`config.mk`:
```
export PLATFORM = sky130hd
export DESIGN_NAME = tray_motor_limit_controller
export DESIGN_NICKNAME = d
export VERILOG_FILES = /design/src/hw/rtl/tmlc_pkg.sv /design/src/hw/rtl/tmlc_core.sv /design/src/hw/rtl/tray_motor_limit_controller.sv
export SDC_FILE = /design/constraint.sdc
export NUM_CORES = 1
export LEC_CHECK = 0
export ABC_AREA = 1
export BUFFER_PORTS_ARGS = -buffer_cell sky130_fd_sc_hd__clkbuf_2
export CAP_MARGIN = 20
export CORE_MARGIN = 3
export CORE_UTILIZATION = 30
export CTS_CLUSTER_DIAMETER = 100
export CTS_CLUSTER_SIZE = 24
export DETAILED_ROUTE_END_ITERATION = 7
export PLACE_DENSITY = 0.5
export SYNTH_ARGS = -nofsm -noshare
export SYNTH_HDL_FRONTEND = slang
export SYNTH_HIERARCHICAL = 1
export SYNTH_SLANG_ARGS = --single-unit
export TNS_END_PERCENT = 1
```
`constraint.sdc`:
```
create_clock -name clock -period 5.6 [get_ports clock]
set_clock_uncertainty 0.05 [all_clocks]
set_input_delay 0.28 -clock clock [delete_from_list [all_inputs] [get_ports clock]]
set_output_delay 0.28 -clock clock [all_outputs]
set_load 0.02 [all_outputs]
```
`src/hw/rtl/tmlc_pkg.sv`:
```
// ----------------------------------------------------------------------------
// tmlc_pkg
// Types, codes and defaults shared by the tray motor limit controller.
// ----------------------------------------------------------------------------
package tmlc_pkg;

   localparam int DELAY_BITS_DEFAULT = 16;
   localparam int CFG_BITS           = 16;
   localparam int CSR_INDEX_BITS     = 1;

   // register indexes
   localparam logic [CSR_INDEX_BITS-1:0] CSR_OPEN_OVERRUN  = 1'd0;
   localparam logic [CSR_INDEX_BITS-1:0] CSR_CLOSE_OVERRUN = 1'd1;

   // requested target codes
   localparam logic [1:0] REQ_OFF    = 2'd0;
   localparam logic [1:0] REQ_OPEN   = 2'd1;
   localparam logic [1:0] REQ_CLOSED = 2'd2;

   // controller mode codes
   localparam logic [1:0] MODE_OFF     = 2'd0;
   localparam logic [1:0] MODE_OPENING = 2'd1;
   localparam logic [1:0] MODE_CLOSING = 2'd2;

   // motor bridge codes
   localparam logic [1:0] DRIVE_OFF   = 2'd0;
   localparam logic [1:0] DRIVE_OPEN  = 2'd1;
   localparam logic [1:0] DRIVE_CLOSE = 2'd2;

   // reported position codes
   localparam logic [2:0] POS_OFF     = 3'd0;
   localparam logic [2:0] POS_CLOSED  = 3'd1;
   localparam logic [2:0] POS_OPEN    = 3'd2;
   localparam logic [2:0] POS_OPENING = 3'd3;
   localparam logic [2:0] POS_CLOSING = 3'd4;

   typedef struct packed {
      logic       closed_sensor_level;
      logic       open_sensor_level;
      logic [1:0] requested_state;
   } req_type;

   typedef struct packed {
      logic [1:0] motor_drive;
      logic [2:0] tray_position;
      logic [1:0] controller_mode;
   } rsp_type;

endpackage

```
`src/hw/rtl/tmlc_core.sv`:
```
// ----------------------------------------------------------------------------
// tmlc_core
// Mode tracking, motor drive and overrun timer for one tick per step.
// ----------------------------------------------------------------------------
module tmlc_core import tmlc_pkg::*; #(
   parameter int DELAY_BITS = DELAY_BITS_DEFAULT
) (
   input  logic                clock,
   input  logic                reset,
   input  logic                step,
   input  req_type             item,
   input  logic [CFG_BITS-1:0] open_delay,
   input  logic [CFG_BITS-1:0] close_delay,
   output rsp_type             result
);

   localparam int CMP_BITS = (DELAY_BITS > CFG_BITS) ? DELAY_BITS : CFG_BITS;
   localparam logic [DELAY_BITS-1:0] COUNT_MAX = {DELAY_BITS{1'b1}};

   logic [1:0]            mode_ff, mode_in;
   logic [1:0]            drive_ff, drive_in;
   logic                  active_ff, active_in;
   logic                  is_close_ff, is_close_in;
   logic [DELAY_BITS-1:0] elapsed_ff, elapsed_in;

   logic [1:0]          req;
   logic [2:0]          pos;
   logic [1:0]          next_mode;
   logic [CMP_BITS-1:0] delay_wide;
   logic [CMP_BITS-1:0] delay_sat;

   always_comb begin
      req = item.requested_state;
      if (req != REQ_OPEN && req != REQ_CLOSED) begin
         req = REQ_OFF;
      end

      // closed sensor wins when both are low
      if (!item.closed_sensor_level) begin
         pos = POS_CLOSED;
      end else if (!item.open_sensor_level) begin
         pos = POS_OPEN;
      end else if (req == REQ_OPEN) begin
         pos = POS_OPENING;
      end else if (req == REQ_CLOSED) begin
         pos = POS_CLOSING;
      end else begin
         pos = POS_OFF;
      end

      if (req == REQ_OPEN && pos != POS_OPEN) begin
         next_mode = MODE_OPENING;
      end else if (req == REQ_CLOSED && pos != POS_CLOSED) begin
         next_mode = MODE_CLOSING;
      end else begin
         next_mode = MODE_OFF;
      end

      mode_in     = mode_ff;
      drive_in    = drive_ff;
      active_in   = active_ff;
      is_close_in = is_close_ff;
      elapsed_in  = elapsed_ff;

      if (next_mode != mode_ff) begin
         mode_in = next_mode;
         if (next_mode == MODE_OPENING) begin
            active_in = 1'b0;
            drive_in  = DRIVE_OPEN;
         end else if (next_mode == MODE_CLOSING) begin
            active_in = 1'b0;
            drive_in  = DRIVE_CLOSE;
         end else if (mode_ff == MODE_OPENING || mode_ff == MODE_CLOSING) begin
            // motion ended: keep the motor running through the overrun
            active_in   = 1'b1;
            is_close_in = (mode_ff == MODE_CLOSING);
            elapsed_in  = '0;
         end else begin
            drive_in = DRIVE_OFF;
         end
      end

      delay_wide = is_close_in ? CMP_BITS'(close_delay) : CMP_BITS'(open_delay);
      delay_sat  = (delay_wide > CMP_BITS'(COUNT_MAX)) ? CMP_BITS'(COUNT_MAX) : delay_wide;

      if (active_in) begin
         if (CMP_BITS'(elapsed_in) >= delay_sat) begin
            active_in = 1'b0;
            drive_in  = DRIVE_OFF;
         end else if (elapsed_in != COUNT_MAX) begin
            elapsed_in = elapsed_in + DELAY_BITS'(1);
         end
      end

      result.motor_drive     = drive_in;
      result.tray_position   = pos;
      result.controller_mode = mode_in;
   end

   always_ff @(posedge clock) begin
      if (reset) begin
         mode_ff     <= MODE_OFF;
         drive_ff    <= DRIVE_OFF;
         active_ff   <= 1'b0;
         is_close_ff <= 1'b0;
         elapsed_ff  <= '0;
      end else if (step) begin
         mode_ff     <= mode_in;
         drive_ff    <= drive_in;
         active_ff   <= active_in;
         is_close_ff <= is_close_in;
         elapsed_ff  <= elapsed_in;
      end
   end

endmodule

```
`src/hw/rtl/tray_motor_limit_controller.sv`:
```
// ----------------------------------------------------------------------------
// tray_motor_limit_controller
// Limit-switch tray motor control with per-direction overrun timing.
// ----------------------------------------------------------------------------
// Each request transaction is one millisecond tick carrying the two active-low
// limit sensor levels and the requested target; each tick yields exactly one
// response transaction with motor drive, reported position and mode. The block
// takes one tick per clock cycle unless the response side stalls; a response
// passes the input register and then the response register, and the controller
// state updates once per tick. The user must write the overrun delays through
// the csr port only while no tick is in flight; the block does not enforce it.
// A delay above the timer range of DELAY_BITS bits saturates to its maximum.
module tray_motor_limit_controller import tmlc_pkg::*; #(
   parameter int DELAY_BITS = DELAY_BITS_DEFAULT
) (
   input  logic                      clock,
   input  logic                      reset,
   input  logic                      req_valid,
   output logic                      req_ready,
   input  req_type                   req_data,
   output logic                      rsp_valid,
   input  logic                      rsp_ready,
   output rsp_type                   rsp_data,
   input  logic                      csr_we,
   input  logic [CSR_INDEX_BITS-1:0] csr_index,
   input  logic [CFG_BITS-1:0]       csr_wdata
);

   logic [CFG_BITS-1:0] open_delay_ff;
   logic [CFG_BITS-1:0] close_delay_ff;

   logic    in_valid_ff;
   req_type in_data_ff;
   logic    out_valid_ff;
   rsp_type out_data_ff;

   logic    out_free;
   logic    advance;
   rsp_type result;

   assign out_free  = !out_valid_ff || rsp_ready;
   assign advance   = in_valid_ff && out_free;
   assign req_ready = !in_valid_ff || out_free;
   assign rsp_valid = out_valid_ff;
   assign rsp_data  = out_data_ff;

   always_ff @(posedge clock) begin
      if (reset) begin
         open_delay_ff  <= '0;
         close_delay_ff <= '0;
      end else if (csr_we) begin
         case (csr_index)
            CSR_OPEN_OVERRUN:  open_delay_ff  <= csr_wdata;
            CSR_CLOSE_OVERRUN: close_delay_ff <= csr_wdata;
            default: ;
         endcase
      end
   end

   // input register: hold while the response side is stalled
   always_ff @(posedge clock) begin
      if (reset) begin
         in_valid_ff <= 1'b0;
      end else if (req_ready) begin
         in_valid_ff <= req_valid;
      end
   end

   always_ff @(posedge clock) begin
      if (req_ready && req_valid) begin
         in_data_ff <= req_data;
      end
   end

   tmlc_core #(
      .DELAY_BITS (DELAY_BITS)
   ) u_core (
      .clock       (clock),
      .reset       (reset),
      .step        (advance),
      .item        (in_data_ff),
      .open_delay  (open_delay_ff),
      .close_delay (close_delay_ff),
      .result      (result)
   );

   always_ff @(posedge clock) begin
      if (reset) begin
         out_valid_ff <= 1'b0;
      end else if (out_free) begin
         out_valid_ff <= in_valid_ff;
      end
   end

   always_ff @(posedge clock) begin
      if (advance) begin
         out_data_ff <= result;
      end
   end

endmodule

```
After elaboration in Yosys (flattened, before gate mapping)
Index checks and enable logic that the tools add are counted.
Widths: inputs -> output; s select.
- bits in registers: 67
- input port bits: 26
- output and inout port bits: 9
- word-level logic and storage cells: 76
- add/subtract/negate cells: 1
- magnitude comparators: 2
- eq/ne operators: 12
- muxes and demuxes: 33
- bitwise logic cells: 1
- reduce and logical (&&, ||, !) cells: 12
- operator list (kind ; count):
    $mux 16 ; 9
    $mux 2 ; 10
    $add 16x1->16 const B ; 1
    $ge 16x16->1 ; 1
    $gt 16x16->1 const B ; 1
    $ne 16x16->1 const B ; 1
    $mux 3 ; 4
    $mux 1 ; 10
    $eq 2x1->1 const B ; 3
    $eq 2x2->1 const B ; 3
    $logic_and 1x1->1 ; 5
    $reduce_and 2->1 ; 2
    $logic_or 1x1->1 ; 3
    $ne 3x1->1 const B ; 1
    $ne 3x2->1 const B ; 1
    $logic_not 1->1 ; 2
    $ne 2x1->1 const B ; 1
    $ne 2x2->1 ; 1
    $ne 2x2->1 const B ; 1
    $not 1->1 ; 1

Logic depth before layout (Yosys ltp)
Gate-level depths: netlist of the first run.
- depth in word-level cells: 22
- mapped depth: 24
- gate-level depth less buffers: 22

Modules after synthesis
Netlist of the first run, hierarchy kept.
- modules (own cells, without submodules) (module ; instances ; cells an instance ; area each (um2) ; seq. area each (um2)):
    tmlc_core ; 1 ; 331 ; 2158.3 ; 440.4
    tray_motor_limit_controller ; 1 ; 200 ; 1721.7 ; 1011.0

Worst setup path before layout of the first run
No wires, ideal clock.
- path type: reg-to-reg
- start: reg u_core.mode_ff[0]
- end: reg u_core.elapsed_ff[6]
- setup time: 0.113 ns
- arrival: 3.229 ns
- data required time: 5.437 ns
- setup slack: 2.207 ns
- stages on the path, launching flop included: 21
- buffers on the path: 2
- clock period less this slack: 3.393 ns
- path through: dfxtp_1 inv_1 ha_1 inv_1 o2111ai_4 mux2i_4 buf_4 mux2i_1 ha_1 a21oi_1 o21a_1 nand2_1 nand2_1 nand3_1 inv_1 nand2_2 nor2_4 buf_6 nand2_2 o21ai_1 nor2_1
- cells in the longest elaborated chain, start to end: 12
- elaborated cells between the ends (all ways): 25
- those cells by class: add/sub: 1; order compare: 2; eq/ne: 4; mux: 17; reduce/logical: 1
- RTL lines (what ; RTL line ; RTL):
    start: declaration ; tmlc_core.sv:20 ; logic [1:0] mode_ff, mode_in;
    start signal: assignment ; tmlc_core.sv:108 ; mode_ff <= mode_in;
    $eq 2x1->1 or $eq 2x2->1 (tied branches) ; tmlc_core.sv:73, tmlc_core.sv:76 ;
    $logic_or 1x1->1 ; tmlc_core.sv:73 ; end else if (mode_ff == MODE_OPENING || mode_ff == MODE_CLOSING) begin
    $mux 1 ; tmlc_core.sv:73 ;
    $mux 1 ; tmlc_core.sv:70 ; end else if (next_mode == MODE_CLOSING) begin
    $mux 1 ; tmlc_core.sv:67 ; if (next_mode == MODE_OPENING) begin
    $mux 1 ; tmlc_core.sv:65 ; if (next_mode != mode_ff) begin
    $mux 16 ; tmlc_core.sv:83 ; delay_wide = is_close_in ? CMP_BITS'(close_delay) : CMP_BITS'(open_delay);
    $gt 16x16->1 ; tmlc_core.sv:84 ; delay_sat = (delay_wide > CMP_BITS'(COUNT_MAX)) ? CMP_BITS'(COUNT_MAX) : delay_wide;
    $mux 16 ; tmlc_core.sv:84 ;
    $ge 16x16->1 ; tmlc_core.sv:87 ; if (CMP_BITS'(elapsed_in) >= delay_sat) begin
    $mux 16 ; tmlc_core.sv:87 ;
    $mux 16 (*) ; tmlc_core.sv:86 ; if (active_in) begin
    end signal: assignment ; tmlc_core.sv:112 ; elapsed_ff <= elapsed_in;
    end: declaration ; tmlc_core.sv:24 ; logic [DELAY_BITS-1:0] elapsed_ff, elapsed_in;
Mark *: on every way between the ends. The rest lies on a longest branch, timed or not.
A chain may end at the register's enable or synchronous reset.

Worst setup path after layout of the first run
- start: reg u_core.mode_ff[0]
- end: reg u_core.elapsed_ff[3]
The elaborated chain is that of the path after synthesis.

==> out/qor.yml, run 1 <==
synthTopCellsByArea: "dfxtp_1 29%, nand2_1 11%, edfxtp_1 8.5%, inv_1 7.9%, nor2_1 6.6%"
io_pins: 35
yosys_warnings: 6
nets: 602
power_frac_seq_pct: 41.4
antenna_found_initial: 0
routedWlPerCell_um: 12.0
antenna_cells: 0
comb_power_share_pct: 11.4
grt_first_pass_wirelength_um: 15200
syn_nets: 575
p_int_uw: 953
worst_pin_slew_ps: 848
cts_setup_buffers: 0
cp-start-kind: "register"
drc: 0
ys_seq_area_share_pct: 37.4
fin_crit_ps: 4350
fin_util_pct: 36.1
hold_slack_ps: 66.5
final_cell_area_um2: 4450
p_sw_uw: 316
async_flop_share_pct: 0
area_delta_synth_final_pct: 14.6
core_um2: 12300
worstSetupPathType: "register to register"
critPathArrivalTime_ps: 4530
worstPathRequired_ps: 5780
synthesis.instances: 531
dp_hpwl_um: 6380
nFillCells: 1366
drt-initial-drc-count: 98
path_clk_slew_ps: 50
grt.total_usage_pct: 13.3
synth_common_cells: "111 x nand2_1, 82 x inv_1, 68 x nor2_1, 56 x dfxtp_1, 42 x nand3_1"
synthDistinctLibCells: 37
power_density_nw_per_um2: 285
dieArea_um2: 14300
slew_headroom_pct: 43.5
hold_buffers: 0
status: "complete, no violations"
ant_nets: 0
layout-drive-gt1-share_pct: 15.5
fmax_ghz: 0.230
clock-sinks: 67
worstPathMaxFanout: 28
period_share_pct: 77.7
fin_setup_tns_ps: 0
syn_area_um2: 3880
hold_viol: 0
synth-seq-cells: 67
avgViaCountPerCell: 4.46
grt_max_degree: 35
rows: 40
cts.htree.levels: 3
portBuffers: 34
max_cap_violations: 0
start_util_pct: 31.5
p_leak_uw: 0.00224
grt_overflow: 0
end_kind: "register"
finalSetupViolCount: 0
cts.repair.resized: 0
yosys.area.top_type: "dfxtp_1"
syn_area_per_cell_um2: 7.31
p_clk_share_pct: 47.1
synth_top_cell_area_share_pct: 28.9
placed_cell_area_um2: 4140
hp-class: "primary input to register"
cts_root_buffer: "clkbuf_16"
p_sw_share_pct: 24.9
synth-edff-count: 11
synth-main-ff-cell: "dfxtp_1"
totalWireLength_um: 8750
rsz0062_at_grt: "no"
drt-pass1-iter-count: 4
vdd_drop_max_v: 0.000158
die_x_um: 120
grt_pass1_vias: 3194
num_vias: 3260
slew_viol_final: 0
clk_latency_ps: 340
cts_tree: "built"
cts_buffers: 9
yosysMostFrequentCell: "nand2_1"
cts.path.max_buffers: 2
routabilityCongestion: 0.807
dieHeight_um: 120
==> flip-flops by register name, indices dropped and copies added (netlist names) <==
| signal | count |
|---|---|
| u_core/mode_ff | 2 |
| u_core/elapsed_ff | 16 |
| rsp_valid | 1 |
| close_delay_ff | 16 |
| u_core/is_close_ff | 1 |
| u_core/drive_ff | 2 |
| in_data_ff | 4 |
| open_delay_ff | 16 |
| in_valid_ff | 1 |
| rsp_data | 7 |
| u_core/active_ff | 1 |
==> worst max-delay path, stage by stage (launching register included) <==
cell and delay [ps]:
dfxtp_1 450, inv_1 80, ha_1 300, inv_1 130, o2111ai_4 460, mux2i_4 810
mux2i_1 320, ha_1 280, nand2_1 80, o21bai_1 100, nand2_1 70, nand2_1 50
nand2_1 40, nand2_1 50, nand3_1 150, inv_1 110, nand2_2 70, nor2_4 300
nand2_1 110, o21ai_0 160, nor2_1 50
==> through the flow <==
step | total power, uW | std cells | worst slack [ps]
global route | 1330 | 731 | 663
CTS | 1280 | 731 | 1250
floorplan | 648 | 531 | 2210
global placement | 680 | 715 | 1340
finish | 1270 | 731 | 1250
detailed placement | 683 | 715 | 1240
==> cells in the final DEF, fill, tap and decap left out, types with 2 or more instances in the layout <==
cell type / count
a21oi_1: 35
bufinv_16: 2
clkbuf_1: 2
clkbuf_16: 9
clkbuf_2: 34
clkinv_2: 2
dfxtp_1: 56
edfxtp_1: 11
ha_1: 18
inv_1: 82
inv_2: 5
mux2i_1: 15
nand2_1: 111
nand2_2: 12
nand2_4: 2
nand3_1: 42
nand3_2: 5
nand4_1: 10
nor2_1: 68
nor2_2: 5
nor2_4: 3
o21ai_0: 10
o21ai_1: 8
==> path summary, 6_finish.rpt <==
| check | to | cells past startpoint | slack [ps] | startpoint |
|---|---|---|---|---|
| max | u_core/elapsed_ff[3]$_SDFFE_PP0P_ | 20 | 1250 | u_core/mode_ff[0]$_SDFFE_PP0P_ |
| min | in_data_ff[2]$_DFFE_PP_ | 1 | 70 | req_data[2] |
| min reg2reg | close_delay_ff[1]$_SDFFE_PP0P_ | 2 | 420 | close_delay_ff[1]$_SDFFE_PP0P_ |
| max reg2reg | u_core/elapsed_ff[3]$_SDFFE_PP0P_ | 20 | 1250 | u_core/mode_ff[0]$_SDFFE_PP0P_ |
==> layer usage <==
layer	GRT usage [%]	part of all wire (%)	vias up
li1	-	-	1736
met1	17.2	51	1471
met2	20.5	44	41
met3	3.16	2.7	12
met4	6.87	2.7	0
met5	0	0	-
==> area by class of cell <==
| cell class | instances | area, um2 | area share, % |
|---|---|---|---|
| multi-input cells | 357 | 1970 | 44.2 |
| flip-flops and latches | 67 | 1450 | 32.6 |
| inverters | 88 | 330 | 7.43 |
| clock buffers | 11 | 233 | 5.24 |
| well taps | 168 | 210 | 4.73 |
| repair buffers | 35 | 178 | 4.00 |
| clock inverters | 5 | 76.3 | 1.72 |
==> cells by family (layout without fill, tap and decap cells) <==
logic type                 Yosys count  count (layout)  share of synthesized area (%)
and+or+nand+nor                    261             261                           31.0
buffers and inverters              107             139                           11.9
DFF                                 67              67                           37.4
AOI/OAI and AO/OA                   59              59                           8.51
adders and majority gates           18              18                           5.80
muxes                               17              17                           4.74
xor gates and xnor gates             2               2                          0.645
==> power groups by stage <==
stage          clock [uW]  sequential (uW)  combinational, uW
5_1_grt               632              528                167
4_1_cts               612              526                147
3_3_place_gp            0              536                143
6_report              598              526                145
3_5_place_dp            0              536                147
2_1_floorplan           0              536                111
Power figures use the tool's default switching activity.
==> run 2: changes to the inputs <==
clock period = 4.4 ns   (was 5.6 ns; I/O delays follow)
==> run 2 against run 1 <==
  * Final area grew 0.82%
  * Critical path depth fell by 2
  * Critical endpoint unchanged
  * Sequential power rose by 27%
  * Critical path type unchanged
  * Largest cell class unchanged
==> out/qor.yml, run 2 (synthesized netlist as in run 1, its figures left out) <==
reg2reg_setup_slack_ps: 650  # -600 ps
worstSetupPathType: "register to register"
clk_latency_ps: 330  # about the same
slew_headroom_pct: 53.3  # +9.8 points
cts_tree: "built"
stdcell_count: 734  # +0.41%
grt_pass1_vias: 2986  # -6.5%
power_density_nw_per_um2: 363  # +27%
final_cell_mix: "111 x nand2_1, 82 x inv_1, 68 x nor2_1"
dieHeight_um: 120  # unchanged
cp_num_buf_inv: 4  # +1
cts_root_buffer: "clkbuf_16"
area_delta_synth_final_pct: 15.5
layout-drive-gt1-share_pct: 15.7  # +0.27 points
ant_nets: 0  # unchanged
reg.largest.list: "close_delay_ff: 16 flops, open_delay_ff: 16 flops, u_core/elapsed_ff: 16 flops"
nets: 605  # +0.50%
io_pins: 35  # unchanged
die_x_um: 120  # unchanged
grt_first_pass_wirelength_um: 14500  # -5.0%
dp_hpwl_um: 6220  # -2.5%
path_clk_slew_ps: 60  # about the same
num_vias: 3260  # unchanged
start_util_pct: 31.5  # unchanged
path_delay_family: "compound AO/OA/AOI/OAI gates"
grt_overflow: 0  # unchanged
worstPathCellList: "inv_1 > ha_1 > inv_1 > o2111ai_4 > mux2i_4 > buf_4 > mux2i_1 > ha_1 > a21oi_1 > o21ai_0 > a21oi_1 > nand3_1 > inv_1 > nand2_2 > nor2_4 > nand2_1 > o21ai_0 > nor2_1"
dp_cells: 717  # +0.28%
total_power_uw: 1630  # +28%
routed-wl-met2_um: 3770  # -2.3%
min_to: "in_data_ff[3]$_DFFE_PP_"
antenna_found_initial: 0  # unchanged
crit_top_cell: "inv_1"
cts.repair.resized: 0  # unchanged
m1WireLength_um: 4250  # -4.1%
setup_slack_ps: 652  # -598 ps
routabilityCongestion: 0.781  # -3.2%
r2r_cells: 18  # -10%
worst_pin_slew_ps: 701  # -147 ps
r2r-end: "u_core/elapsed_ff[3]$_SDFFE_PP0P_"
drt-initial-drc-count: 110  # +12%
hold_viol: 0  # unchanged
hold_slack_ps: 14.5  # -52.1 ps
fin_crit_ps: 3750  # -602 ps
period_share_pct: 85.2  # +7.5 points
status: "complete, no violations"
min_path_cells: 1  # unchanged
dieArea_um2: 14300  # unchanged
layout_commonest_cell: "nand2_1"
holdCritStartpoint: "req_data[3]"
clock-sinks: 67  # unchanged
fin_setup_tns_ps: 0  # unchanged
drt-pass1-iter-count: 4  # unchanged
nFillCells: 1346  # -1.5%
post-place-ws_ps: 634  # -608 ps
wl_met3_um: 326  # +38%
cts.path.max_buffers: 2  # unchanged
cp-start-kind: "register"
finalSetupViolCount: 0  # unchanged
grt.total_usage_pct: 12.7  # -0.60 points
fmax_ghz: 0.267  # +16%
max_cap_violations: 0  # unchanged
portBuffers: 34  # unchanged
critPathArrivalTime_ps: 3920  # -610 ps
routedWlPerCell_um: 11.5  # -4.0%
worstPathMaxFanout: 16  # -43%
avgViaCountPerCell: 4.44  # -0.41%
p_leak_uw: 0.00225  # +0.54%
antenna_cells: 0  # unchanged
core_um2: 12300  # unchanged
totalWireLength_um: 8440  # -3.6%
routed.top_layer: "met4"
critPathMaxStageDelay_ps: 450  # -360 ps
worstReg2RegStart: "u_core/mode_ff[0]$_SDFFE_PP0P_"
rsz0062_at_grt: "no"
end_kind: "register"
slew_viol_final: 0  # unchanged
crit_slowest_cell: "dfxtp_1"
cts_buffers: 9  # unchanged
worstPathRequired_ps: 4570  # -1210 ps
cts.htree.levels: 3  # unchanged
grt_max_degree: 35  # unchanged
drc: 0  # unchanged
hp-class: "primary input to register"
vdd_drop_max_v: 0.000178  # +13%
hold_buffers: 1  # +1
cts_setup_buffers: 0  # unchanged
rows: 40  # unchanged
run 2: cell types whose count changed in the layout (fill, tap and decap cells not counted), sizes merged:
cell,previous run,this run
clkinvlp,0,1
buf,1,3
dlygate4sd3,0,1
clkinv,3,1
clkbuf,45,46
run 2: area by class of cell:
type	count	area [um2]	share of cell area (%)
inverter	88	330	7.37
multi-input combinational	357	1970	43.9
timing repair buffer	38	203	4.52
tap	168	210	4.69
clock buffer	12	246	5.50
sequential	67	1450	32.4
clock inverter	4	73.8	1.65
run 2: layer usage:
| layer | vias to the layer above | GRT usage (%) |
|---|---|---|
| li1 | 1745 | - |
| met1 | 1453 | 16.9 |
| met2 | 54 | 19.6 |
| met3 | 8 | 3.72 |
| met4 | 0 | 4.51 |
| met5 | - | 0 |
run 2: worst max path at each step:
stage                                   startpoint                                end  slack, ps  cells after the start
CTS                 u_core/mode_ff[0]$_SDFFE_PP0P_  u_core/elapsed_ff[3]$_SDFFE_PP0P_        620                     18
floorplan           u_core/mode_ff[0]$_SDFFE_PP0P_  u_core/elapsed_ff[6]$_SDFFE_PP0P_       1010                     20
detailed placement  u_core/mode_ff[0]$_SDFFE_PP0P_  u_core/elapsed_ff[3]$_SDFFE_PP0P_        630                     18
global route        u_core/mode_ff[0]$_SDFFE_PP0P_  u_core/elapsed_ff[3]$_SDFFE_PP0P_        290                     18
global placement    u_core/mode_ff[0]$_SDFFE_PP0P_  u_core/elapsed_ff[3]$_SDFFE_PP0P_        710                     18
finish              u_core/mode_ff[0]$_SDFFE_PP0P_  u_core/elapsed_ff[3]$_SDFFE_PP0P_        650                     18
run 2: per-stage QoR:
| stage | cell area (um2) | util, % |
|---|---|---|
| 2_1_floorplan | 3880 | - |
| 3_3_place_gp | 4150 | 33.7 |
| 3_5_place_dp | 4150 | 33.7 |
| 4_1_cts | 4480 | 36.4 |
| 5_1_grt | 4480 | 36.4 |
| 6_report | 4480 | 36.4 |
run 2: report_power, final:
group	leakage, uW	switching, uW	internal [uW]
Combinational	0.00153	119	67.0
Sequential	0.000564	16.3	652
Clock	0.000153	262	512
Total	0.00225	397	1230
